`config.mk`:
```
export PLATFORM = sky130hd
export DESIGN_NAME = timer_request_table
export DESIGN_NICKNAME = d
export VERILOG_FILES = /design/src/hw/rtl/trq_pkg.sv /design/src/hw/rtl/trq_ctrl.sv /design/src/hw/rtl/trq_datapath.sv /design/src/hw/rtl/timer_request_table.sv
export SDC_FILE = /design/constraint.sdc
export NUM_CORES = 2
export LEC_CHECK = 0
export ABC_AREA = 1
export BUFFER_PORTS_ARGS = -buffer_cell sky130_fd_sc_hd__buf_4
export CORE_UTILIZATION = 48
export DETAILED_ROUTE_END_ITERATION = 8
export GPL_TIMING_DRIVEN = 0
export SLEW_MARGIN = 20
export SYNTH_ARGS = -nofsm -noshare
export SYNTH_HDL_FRONTEND = slang
export SYNTH_SLANG_ARGS = --single-unit
```
`constraint.sdc`:
```
create_clock -name aclk -period 19.9 [get_ports aclk]
set_clock_uncertainty 0.15 [all_clocks]
set_input_delay 2.985 -clock aclk [delete_from_list [all_inputs] [get_ports aclk]]
set_output_delay 2.985 -clock aclk [all_outputs]
set_load 0.01 [all_outputs]
```
`src/hw/rtl/trq_pkg.sv`:
```
// ----------------------------------------------------------------------------
// trq_pkg
// shared types, codes and constants of the timer request table
// ----------------------------------------------------------------------------
`default_nettype none

package trq_pkg;

    localparam int TABLE_DEPTH_DEF = 16;
    localparam int RESULT_LIMIT    = 16;
    localparam int FIRE_W          = $clog2(RESULT_LIMIT + 1);
    localparam int FW              = 32;
    localparam int KIND_W          = 3;
    localparam int OP_W            = 1;
    localparam int TDATA_W         = 3 * FW;

    typedef enum logic [KIND_W-1:0] {
        KIND_STORED  = 3'd0,
        KIND_RESCHED = 3'd1,
        KIND_DROPPED = 3'd2,
        KIND_FIRED   = 3'd3,
        KIND_NONE    = 3'd4
    } kind_t;

    typedef struct packed {
        logic load_in;
        logic scan_clear;
        logic tick_start;
        logic req_step;
        logic req_commit;
        logic tick_step;
        logic tick_fire;
        logic tick_last;
    } cmd_t;

    typedef struct packed {
        logic in_tick;
        logic scan_end;
        logic hit;
        logic pend_valid;
        logic limit_hit;
        logic out_free;
    } status_t;

endpackage

`default_nettype wire

```
`src/hw/rtl/trq_ctrl.sv`:
```
// ----------------------------------------------------------------------------
// trq_ctrl
// sequencer for request lookup, tick scans, entry removal and result hand-off
// ----------------------------------------------------------------------------
`default_nettype none

module trq_ctrl (
    input  wire logic             aclk,
    input  wire logic             aresetn,
    input  wire logic             s_tvalid_i,
    output logic                  s_tready_o,
    input  trq_pkg::status_t      status_i,
    output trq_pkg::cmd_t         cmd_o
);
    import trq_pkg::*;

    typedef enum logic [5:0] {
        ST_IDLE      = 6'b000001,
        ST_REQ_SCAN  = 6'b000010,
        ST_REQ_OUT   = 6'b000100,
        ST_TICK_SCAN = 6'b001000,
        ST_TICK_STEP = 6'b010000,
        ST_TICK_LAST = 6'b100000
    } state_t;

    state_t state_reg;
    state_t state_next;

    always_comb begin
        cmd_o      = '0;
        state_next = state_reg;
        s_tready_o = (state_reg == ST_IDLE);
        case (state_reg)
            ST_IDLE: begin
                if (s_tvalid_i) begin
                    cmd_o.load_in    = 1'b1;
                    cmd_o.scan_clear = 1'b1;
                    if (status_i.in_tick) begin
                        cmd_o.tick_start = 1'b1;
                        state_next       = ST_TICK_SCAN;
                    end else begin
                        state_next = ST_REQ_SCAN;
                    end
                end
            end
            ST_REQ_SCAN: begin
                if (status_i.hit || status_i.scan_end) begin
                    state_next = ST_REQ_OUT;
                end else begin
                    cmd_o.req_step = 1'b1;
                end
            end
            ST_REQ_OUT: begin
                if (status_i.out_free) begin
                    cmd_o.req_commit = 1'b1;
                    state_next       = ST_IDLE;
                end
            end
            ST_TICK_SCAN: begin
                if (status_i.scan_end) begin
                    state_next = ST_TICK_STEP;
                end else begin
                    cmd_o.tick_step = 1'b1;
                end
            end
            ST_TICK_STEP: begin
                if (!status_i.hit) begin
                    state_next = ST_TICK_LAST;
                end else if (!status_i.pend_valid || status_i.out_free) begin
                    cmd_o.tick_fire  = 1'b1;
                    cmd_o.scan_clear = 1'b1;
                    state_next       = status_i.limit_hit ? ST_TICK_LAST : ST_TICK_SCAN;
                end
            end
            ST_TICK_LAST: begin
                if (status_i.out_free) begin
                    cmd_o.tick_last = 1'b1;
                    state_next      = ST_IDLE;
                end
            end
            default: begin
                state_next = ST_IDLE;
            end
        endcase
    end

    always_ff @(posedge aclk) begin
        if (!aresetn) begin
            state_reg <= ST_IDLE;
        end else begin
            state_reg <= state_next;
        end
    end

endmodule

`default_nettype wire

```
`src/hw/rtl/trq_datapath.sv`:
```
// ----------------------------------------------------------------------------
// trq_datapath
// compacted request table, one-entry-a-cycle scan unit and output register
// ----------------------------------------------------------------------------
`default_nettype none

module trq_datapath #(
    parameter int TABLE_DEPTH = trq_pkg::TABLE_DEPTH_DEF
) (
    input  wire logic                         aclk,
    input  wire logic                         aresetn,
    input  trq_pkg::cmd_t                     cmd_i,
    output trq_pkg::status_t                  status_o,
    input  wire logic [trq_pkg::TDATA_W-1:0]  s_tdata_i,
    input  wire logic [trq_pkg::OP_W-1:0]     s_tuser_i,
    input  wire logic                         m_tready_i,
    output logic                              m_tvalid_o,
    output logic [trq_pkg::TDATA_W-1:0]       m_tdata_o,
    output logic [trq_pkg::KIND_W-1:0]        m_tuser_o,
    output logic                              m_tlast_o
);
    import trq_pkg::*;

    localparam int CW = $clog2(TABLE_DEPTH + 1);
    localparam int IW = (TABLE_DEPTH > 1) ? $clog2(TABLE_DEPTH) : 1;

    logic [FW-1:0]     slot_id_reg   [TABLE_DEPTH];
    logic [FW-1:0]     slot_time_reg [TABLE_DEPTH];
    logic [CW-1:0]     cnt_reg;
    logic [CW-1:0]     idx_reg;
    logic              hit_reg;
    logic [IW-1:0]     best_reg;
    logic [FW-1:0]     best_id_reg;
    logic [FW-1:0]     best_time_reg;
    logic [FW-1:0]     in_id_reg;
    logic [FW-1:0]     in_trig_reg;
    logic [FW-1:0]     in_now_reg;
    logic              pend_valid_reg;
    logic [FW-1:0]     pend_id_reg;
    logic [FW-1:0]     pend_trig_reg;
    logic [FIRE_W-1:0] fired_reg;

    logic              out_valid_reg;
    kind_t             out_kind_reg;
    logic [FW-1:0]     out_id_reg;
    logic [FW-1:0]     out_trig_reg;
    logic [FW-1:0]     out_when_reg;
    logic              out_last_reg;

    logic              out_load;
    kind_t             out_kind_next;
    logic [FW-1:0]     out_id_next;
    logic [FW-1:0]     out_trig_next;
    logic [FW-1:0]     out_when_next;
    logic              out_last_next;

    logic [FW-1:0]     scan_id;
    logic [FW-1:0]     scan_time;
    logic [FW-1:0]     due_diff;
    logic [FW-1:0]     ord_diff;
    logic              scan_take;
    logic              full;

    assign scan_id   = slot_id_reg[idx_reg[IW-1:0]];
    assign scan_time = slot_time_reg[idx_reg[IW-1:0]];
    assign due_diff  = in_now_reg - scan_time;
    assign ord_diff  = best_time_reg - scan_time;
    // due, and no later than the current best (ties go to the later entry)
    assign scan_take = !due_diff[FW-1] && (!hit_reg || !ord_diff[FW-1]);
    assign full      = (cnt_reg == CW'(TABLE_DEPTH));

    assign status_o.in_tick    = s_tuser_i[0];
    assign status_o.scan_end   = (idx_reg == cnt_reg);
    assign status_o.hit        = hit_reg;
    assign status_o.pend_valid = pend_valid_reg;
    assign status_o.limit_hit  = (fired_reg == FIRE_W'(RESULT_LIMIT - 1));
    assign status_o.out_free   = !out_valid_reg || m_tready_i;

    always_comb begin
        out_load      = 1'b0;
        out_kind_next = KIND_FIRED;
        out_id_next   = pend_id_reg;
        out_trig_next = pend_trig_reg;
        out_when_next = in_now_reg;
        out_last_next = 1'b0;
        if (cmd_i.req_commit) begin
            out_load      = 1'b1;
            out_kind_next = hit_reg ? KIND_RESCHED : (full ? KIND_DROPPED : KIND_STORED);
            out_id_next   = in_id_reg;
            out_trig_next = in_trig_reg;
            out_when_next = '0;
            out_last_next = 1'b1;
        end else if (cmd_i.tick_fire) begin
            out_load = pend_valid_reg;
        end else if (cmd_i.tick_last) begin
            out_load      = 1'b1;
            out_last_next = 1'b1;
            if (!pend_valid_reg) begin
                out_kind_next = KIND_NONE;
                out_id_next   = '0;
                out_trig_next = '0;
            end
        end
    end

    // table contents
    always_ff @(posedge aclk) begin
        if (cmd_i.req_commit) begin
            if (hit_reg) begin
                slot_time_reg[best_reg] <= in_trig_reg;
            end else if (!full) begin
                slot_id_reg[cnt_reg[IW-1:0]]   <= in_id_reg;
                slot_time_reg[cnt_reg[IW-1:0]] <= in_trig_reg;
            end
        end else if (cmd_i.tick_fire) begin
            // close the gap left by the removed entry
            for (int i = 0; i < TABLE_DEPTH - 1; i++) begin
                if (IW'(i) >= best_reg) begin
                    slot_id_reg[i]   <= slot_id_reg[i + 1];
                    slot_time_reg[i] <= slot_time_reg[i + 1];
                end
            end
        end
    end

    // control state
    always_ff @(posedge aclk) begin
        if (!aresetn) begin
            cnt_reg        <= '0;
            idx_reg        <= '0;
            hit_reg        <= 1'b0;
            pend_valid_reg <= 1'b0;
            fired_reg      <= '0;
            out_valid_reg  <= 1'b0;
        end else begin
            if (cmd_i.scan_clear) begin
                idx_reg <= '0;
                hit_reg <= 1'b0;
            end else if (cmd_i.req_step) begin
                idx_reg <= idx_reg + CW'(1);
                if (scan_id == in_id_reg) begin
                    hit_reg <= 1'b1;
                end
            end else if (cmd_i.tick_step) begin
                idx_reg <= idx_reg + CW'(1);
                if (scan_take) begin
                    hit_reg <= 1'b1;
                end
            end
            if (cmd_i.tick_start) begin
                pend_valid_reg <= 1'b0;
                fired_reg      <= '0;
            end else if (cmd_i.tick_fire) begin
                pend_valid_reg <= 1'b1;
                fired_reg      <= fired_reg + FIRE_W'(1);
            end
            if (cmd_i.req_commit && !hit_reg && !full) begin
                cnt_reg <= cnt_reg + CW'(1);
            end else if (cmd_i.tick_fire) begin
                cnt_reg <= cnt_reg - CW'(1);
            end
            if (out_load) begin
                out_valid_reg <= 1'b1;
            end else if (m_tready_i) begin
                out_valid_reg <= 1'b0;
            end
        end
    end

    // payload
    always_ff @(posedge aclk) begin
        if (cmd_i.load_in) begin
            in_id_reg   <= s_tdata_i[FW-1:0];
            in_trig_reg <= s_tdata_i[2*FW-1:FW];
            in_now_reg  <= s_tdata_i[3*FW-1:2*FW];
        end
        if ((cmd_i.req_step && scan_id == in_id_reg) || (cmd_i.tick_step && scan_take)) begin
            best_reg      <= idx_reg[IW-1:0];
            best_id_reg   <= scan_id;
            best_time_reg <= scan_time;
        end
        if (cmd_i.tick_fire) begin
            pend_id_reg   <= best_id_reg;
            pend_trig_reg <= best_time_reg;
        end
        if (out_load) begin
            out_kind_reg <= out_kind_next;
            out_id_reg   <= out_id_next;
            out_trig_reg <= out_trig_next;
            out_when_reg <= out_when_next;
            out_last_reg <= out_last_next;
        end
    end

    assign m_tvalid_o = out_valid_reg;
    assign m_tdata_o  = {out_when_reg, out_trig_reg, out_id_reg};
    assign m_tuser_o  = out_kind_reg;
    assign m_tlast_o  = out_last_reg;

endmodule

`default_nettype wire

```
`src/hw/rtl/timer_request_table.sv`:
```
// a request scans the filled entries until its id matches or the scan ends, then
// gives its result once the output register is free; a tick scans the table once per
// fired entry and once more when fewer than 16 fire, then gives the final result
// every scan runs one entry a cycle over the filled part of the table
// one item is worked at a time; the next is taken while a result waits in the output register
// reset: synchronous, active low; table emptied by clearing the fill count
// ----------------------------------------------------------------------------
// timer_request_table
// pending timer request table with reschedule, append and earliest-first firing
// ----------------------------------------------------------------------------
`default_nettype none

module timer_request_table #(
    parameter int TABLE_DEPTH = trq_pkg::TABLE_DEPTH_DEF
) (
    input  wire logic                         aclk,
    input  wire logic                         aresetn,
    input  wire logic                         s_tvalid,
    output logic                              s_tready,
    // timer_id, trig, now
    input  wire logic [trq_pkg::TDATA_W-1:0]  s_tdata,
    // op
    input  wire logic [trq_pkg::OP_W-1:0]     s_tuser,
    output logic                              m_tvalid,
    input  wire logic                         m_tready,
    // fired_id, fired_trigger, fire_time
    output logic [trq_pkg::TDATA_W-1:0]       m_tdata,
    // kind
    output logic [trq_pkg::KIND_W-1:0]        m_tuser,
    output logic                              m_tlast
);
    import trq_pkg::*;

    cmd_t    cmd;
    status_t status;

    trq_ctrl u_ctrl (
        .aclk       (aclk),
        .aresetn    (aresetn),
        .s_tvalid_i (s_tvalid),
        .s_tready_o (s_tready),
        .status_i   (status),
        .cmd_o      (cmd)
    );

    trq_datapath #(
        .TABLE_DEPTH (TABLE_DEPTH)
    ) u_datapath (
        .aclk       (aclk),
        .aresetn    (aresetn),
        .cmd_i      (cmd),
        .status_o   (status),
        .s_tdata_i  (s_tdata),
        .s_tuser_i  (s_tuser),
        .m_tready_i (m_tready),
        .m_tvalid_o (m_tvalid),
        .m_tdata_o  (m_tdata),
        .m_tuser_o  (m_tuser),
        .m_tlast_o  (m_tlast)
    );

endmodule

`default_nettype wire

```
Word level (Yosys, flattened, before mapping). Memory sizes are Yosys's and may differ from the RTL's. A register that Yosys moved wholly into a read port is not among the register bits. Cells that the tools add are included.

Add/sub/neg operators: 6. Magnitude comparators: 15. Equality and inequality tests: 16. Mux-type cells: 132. Bitwise gates (word level): 1. Reductions and logical operators: 28.

Operators by type and width (count): 32-bit two-way mux (11); 32-bit OR reduction (3); 1-bit two-way mux (93); 32-bit subtractor (2); 6-bit two-way mux (7); 32-bit equality test (1); 4-bit two-way mux (8); 6-bit one-hot mux with 5 select lines (1); 4-bit >= comparator (first input constant) (7); 5-bit two-way mux (4); 3-bit two-way mux (6); 3-bit by 4-bit >= comparator with 1-bit output (first input constant) (4); 5-bit by 1-bit adder with 5-bit output (second input constant) (3); 1-bit by 4-bit >= comparator with 1-bit output (first input constant) (2); 2-bit by 4-bit >= comparator with 1-bit output (first input constant) (2); 2-bit nonzero test (4); 6-bit by 1-bit equality test with 1-bit output (second input constant) (1); 6-bit by 2-bit equality test with 1-bit output (second input constant) (1); 6-bit by 3-bit equality test with 1-bit output (second input constant) (1); 6-bit by 4-bit equality test with 1-bit output (second input constant) (1); 6-bit by 5-bit equality test with 1-bit output (second input constant) (1); 6-bit equality test (second input constant) (1); 1-bit logical NOT (6); 2-bit by 1-bit != test with 1-bit output (second input constant) (3); 14 further kinds (25).

Register bits after elaboration: 352. Bits in writable memories: 1024. Input port bits: 101. Output and inout bits: 102. Word-level logic and storage cells: 220. Memories kept: 2.

Memory list: u_datapath.slot_id_reg (depth 16, bits a word 32, read ports 16, clocked after Yosys merged registers in 1, wr ports 15, RTL line trq_datapath.sv:27) `logic [FW-1:0] slot_id_reg [TABLE_DEPTH];`; u_datapath.slot_time_reg (depth 16, bits a word 32, read ports 16, clocked after Yosys merged registers in 1, wr ports 15, RTL line trq_datapath.sv:28) `logic [FW-1:0] slot_time_reg [TABLE_DEPTH];`.

Logic depth before layout (Yosys ltp).
Depth after elaboration: 11. Mapped depth: 27. Gate-level depth less buffers: 22.

Modules after synthesis. Synthesis repeated with hierarchy kept, for this count alone.

Cell total of the unflattened synthesis: 6505. Area total of the unflattened synthesis: 65276.4 um^2.

Modules (own cells, without submodules): trq_datapath (times used 1, cells an instance 6426, area each 64775.9 um^2, sequential area each 41039.4 um^2); trq_ctrl (times used 1, cells an instance 79, area each 500.5 um^2, sequential area each 120.1 um^2).

Worst setup path before layout. No wires, ideal clock.

Path kind: input -> register. From: input m_tready. To: register u_datapath.out_last_reg (netlist: u_datapath.m_tlast_o), enable pin. Library setup time: 0.581 ns. Arrival time: 9.231 ns. Required time: 19.169 ns. Setup slack: 9.938 ns. Cell stages on the path: 6. Buffers on the path: 0. Cells stage by stage: nor2_1 > inv_1 > nor2_1 > nor2_4 > inv_2 > o21bai_1.

RTL lines: from (decl) (RTL line timer_request_table.sv:25) `input wire logic m_tready,`; to (signal assigned) (RTL line trq_datapath.sv:191) `out_last_reg <= out_last_next;`; to (decl) (RTL line trq_datapath.sv:48) `logic out_last_reg;`.

==> results.ini <==
[setup_path]
crit_path_top_delay_cell = o21ai_0
required_ns = 20.24
crit_arrival_ns = 7.23
worst_path_largest_cell_delay_ns = 0.85
setup.worst_path.start = m_tready
path_class = in -> reg
crit_path_cell_trace = buf_4, nor2_1, nor2_1, nand3_1, inv_1, o21ai_0, inv_1, nor2_1, nand2_1, o21ai_4, buf_16
start_kind = input port
critPathMaxFanout = 22
cp_common_cell = nor2_1
crit_path_end_kind = register

[place]
gp_congestion = 1.02
place_area_mm2 = 0.0716
hpwl_um = 215000
portBuffers = 202

[logic_synthesis]
yosysWarningCount = 0
netlist_area_mm2 = 0.0662
postSynthAreaPerCell_um2 = 10.2
yosysTopAreaCellShare_pct = 61.3
yosysMostFrequentCell = edfxtp_1
postSynth.asyncResetShare_pct = 0
synth_common_cells = 1,352 x edfxtp_1, 1,189 x nand2_1, 1,159 x o21ai_0, 748 x inv_1, 500 x a21oi_1
synth.distinct_cells = 50
synth_top_cell_by_area = edfxtp_1
synth_top_flop_cell = edfxtp_1
syn_nets = 6678
synth_cells = 6510
synth-seq-cells = 1380
synth_edf_count = 1352
synth.area.top_cells = edfxtp_1 61%, o21ai_0 8.8%, nand2_1 6.7%
yosysSeqAreaShare_pct = 62.1

[clock_tree]
numCtsBuffers = 152
cts_root_buf = clkbuf_16
post_cts_buffers = 0
hold_buffers = 0
cts_max_level = 4
clock_latency_ns = 0.80
cts_resized = 0
cts_tree = built
clock-sinks = 1380
clk_pin_slew_ns = 0.06
clk_path_buf_depth = 3

[die]
die_area_mm2 = 0.140
die_y_um = 374
rows = 135
coreArea_mm2 = 0.136
ios = 203
initial_core_util_pct = 48.7
die_w_um = 374

[sta]
tns_ns = 0
hold_viol_final = 0
clock.fmax_mhz = 145
drv_slew = 0
layout_min_cycle_time_ns = 6.89
timing.max_slew.rel_slack_pct = 10.2
setup_viol = 0
rsz0062_at_grt = no
worstMarginPinSlew_ns = 1.35
min_period_over_period_pct = 34.6

[power]
p_total_mw = 7.92
power_density_mw_per_mm2 = 104
peakVddDrop_mv = 0.0910
leakagePower_nw = 29.4

[min_path]
hold_path.class = reg -> reg
holdCritStartpoint = u_datapath.best_id_reg[28]

[status]
status = complete, no violations

[route]
vias = 55100
drt-vias-per-instance = 6.23
wl_um = 288000
dr.first_iter.drc_count = 10100
drt_pass1_iterations = 7
drc = 0
antenna_left = 0
wire_per_inst_um = 32.6

[cells_and_area]
syn2layout_area_growth_pct = 15.4
drive_gt1_share_pct = 12.9
fin_area_mm2 = 0.0765
final_nets = 7093

[global_routing]
grt_pass1_wl_um = 388000
antenna_found_initial = 19
first_global_vias = 49500
overflow = 0
track_usage_pct = 40.5
grt_max_degree = 30

[job]
maxCapViolCount = 0

## worst paths after layout
kind	end	slack, ns	cells past startpoint
setup / recovery	u_datapath.slot_time_reg[2][9]	13.01	11
hold / removal	u_datapath.pend_id_reg[28]	0.27	0
setup reg to reg	u_datapath.best_id_reg[0]	13.04	23
hold reg to reg	u_datapath.pend_id_reg[28]	0.27	0
## cells by family after synthesis
| logic type | count (synthesis) | share of synthesized area (%) |
|---|---|---|
| xor+xnor | 26 | 0.344 |
| fa+ha+maj | 67 | 1.28 |
| buf+inv | 1238 | 7.28 |
| simple gates | 1769 | 11.1 |
| mux | 214 | 3.64 |
| flops | 1380 | 62.1 |
| compound gates | 1816 | 14.2 |
## routing by layer
metal  track usage [%]  part of all wire [%]  vias to the layer above
li1                  -                     -                    23500
met1              57.8                    40                    26700
met2              51.6                    37                     4386
met3              21.8                    19                      576
met4              12.5                   3.3                       14
met5              2.37                  0.18                        -
## layout make-up
| class | count | area [um^2] |
|---|---|---|
| Clock inverter | 91 | 749 |
| Multi-Input combinational cell | 3892 | 20600 |
| Antenna cell | 17 | 42.5 |
| Tap cell | 1781 | 2230 |
| Timing Repair Buffer | 261 | 2720 |
| Sequential cell | 1380 | 41200 |
| Fill cell | 12000 | 59700 |
| Buffer | 477 | 2020 |
| Clock buffer | 184 | 4050 |
| Inverter | 761 | 2860 |
## stage by stage
step                hold slack [ns]  instances  util (%)  setup WS [ns]
finish                        0.267       8844      56.2          13.01
global route                  0.270       8827      56.1          12.90
CTS                           0.268       8827      56.1          13.33
detailed placement            0.255       8552      52.6          12.53
global placement              0.251       8493      51.4           6.25
floorplan                     0.250       6510         -           9.94
## worst max-delay path: cells and delay by family
kind                   cells  cell delay [ns]
AO/OA/AOI/OAI              2             1.50
buffers and inverters      4             1.14
AND/OR/NAND/NOR            5             1.56
## where the power goes
group	leakage, nW	internal (mW)	switching [mW]
Combinational	14.6	0.448	0.932
Sequential	12.4	3.52	0.205
Clock	2.38	1.59	1.23
## layout by cell type, fill, tap and decap left out, drive strengths merged, types with 111 or more instances in the layout
cell type / n
a21oi: 500
buf: 432
clkbuf: 490
edfxtp: 1352
inv: 766
mux2: 214
nand2: 1208
nand3: 416
nor2: 111
o21ai: 1203
No activity file was read; power rests on OpenSTA's default activity.
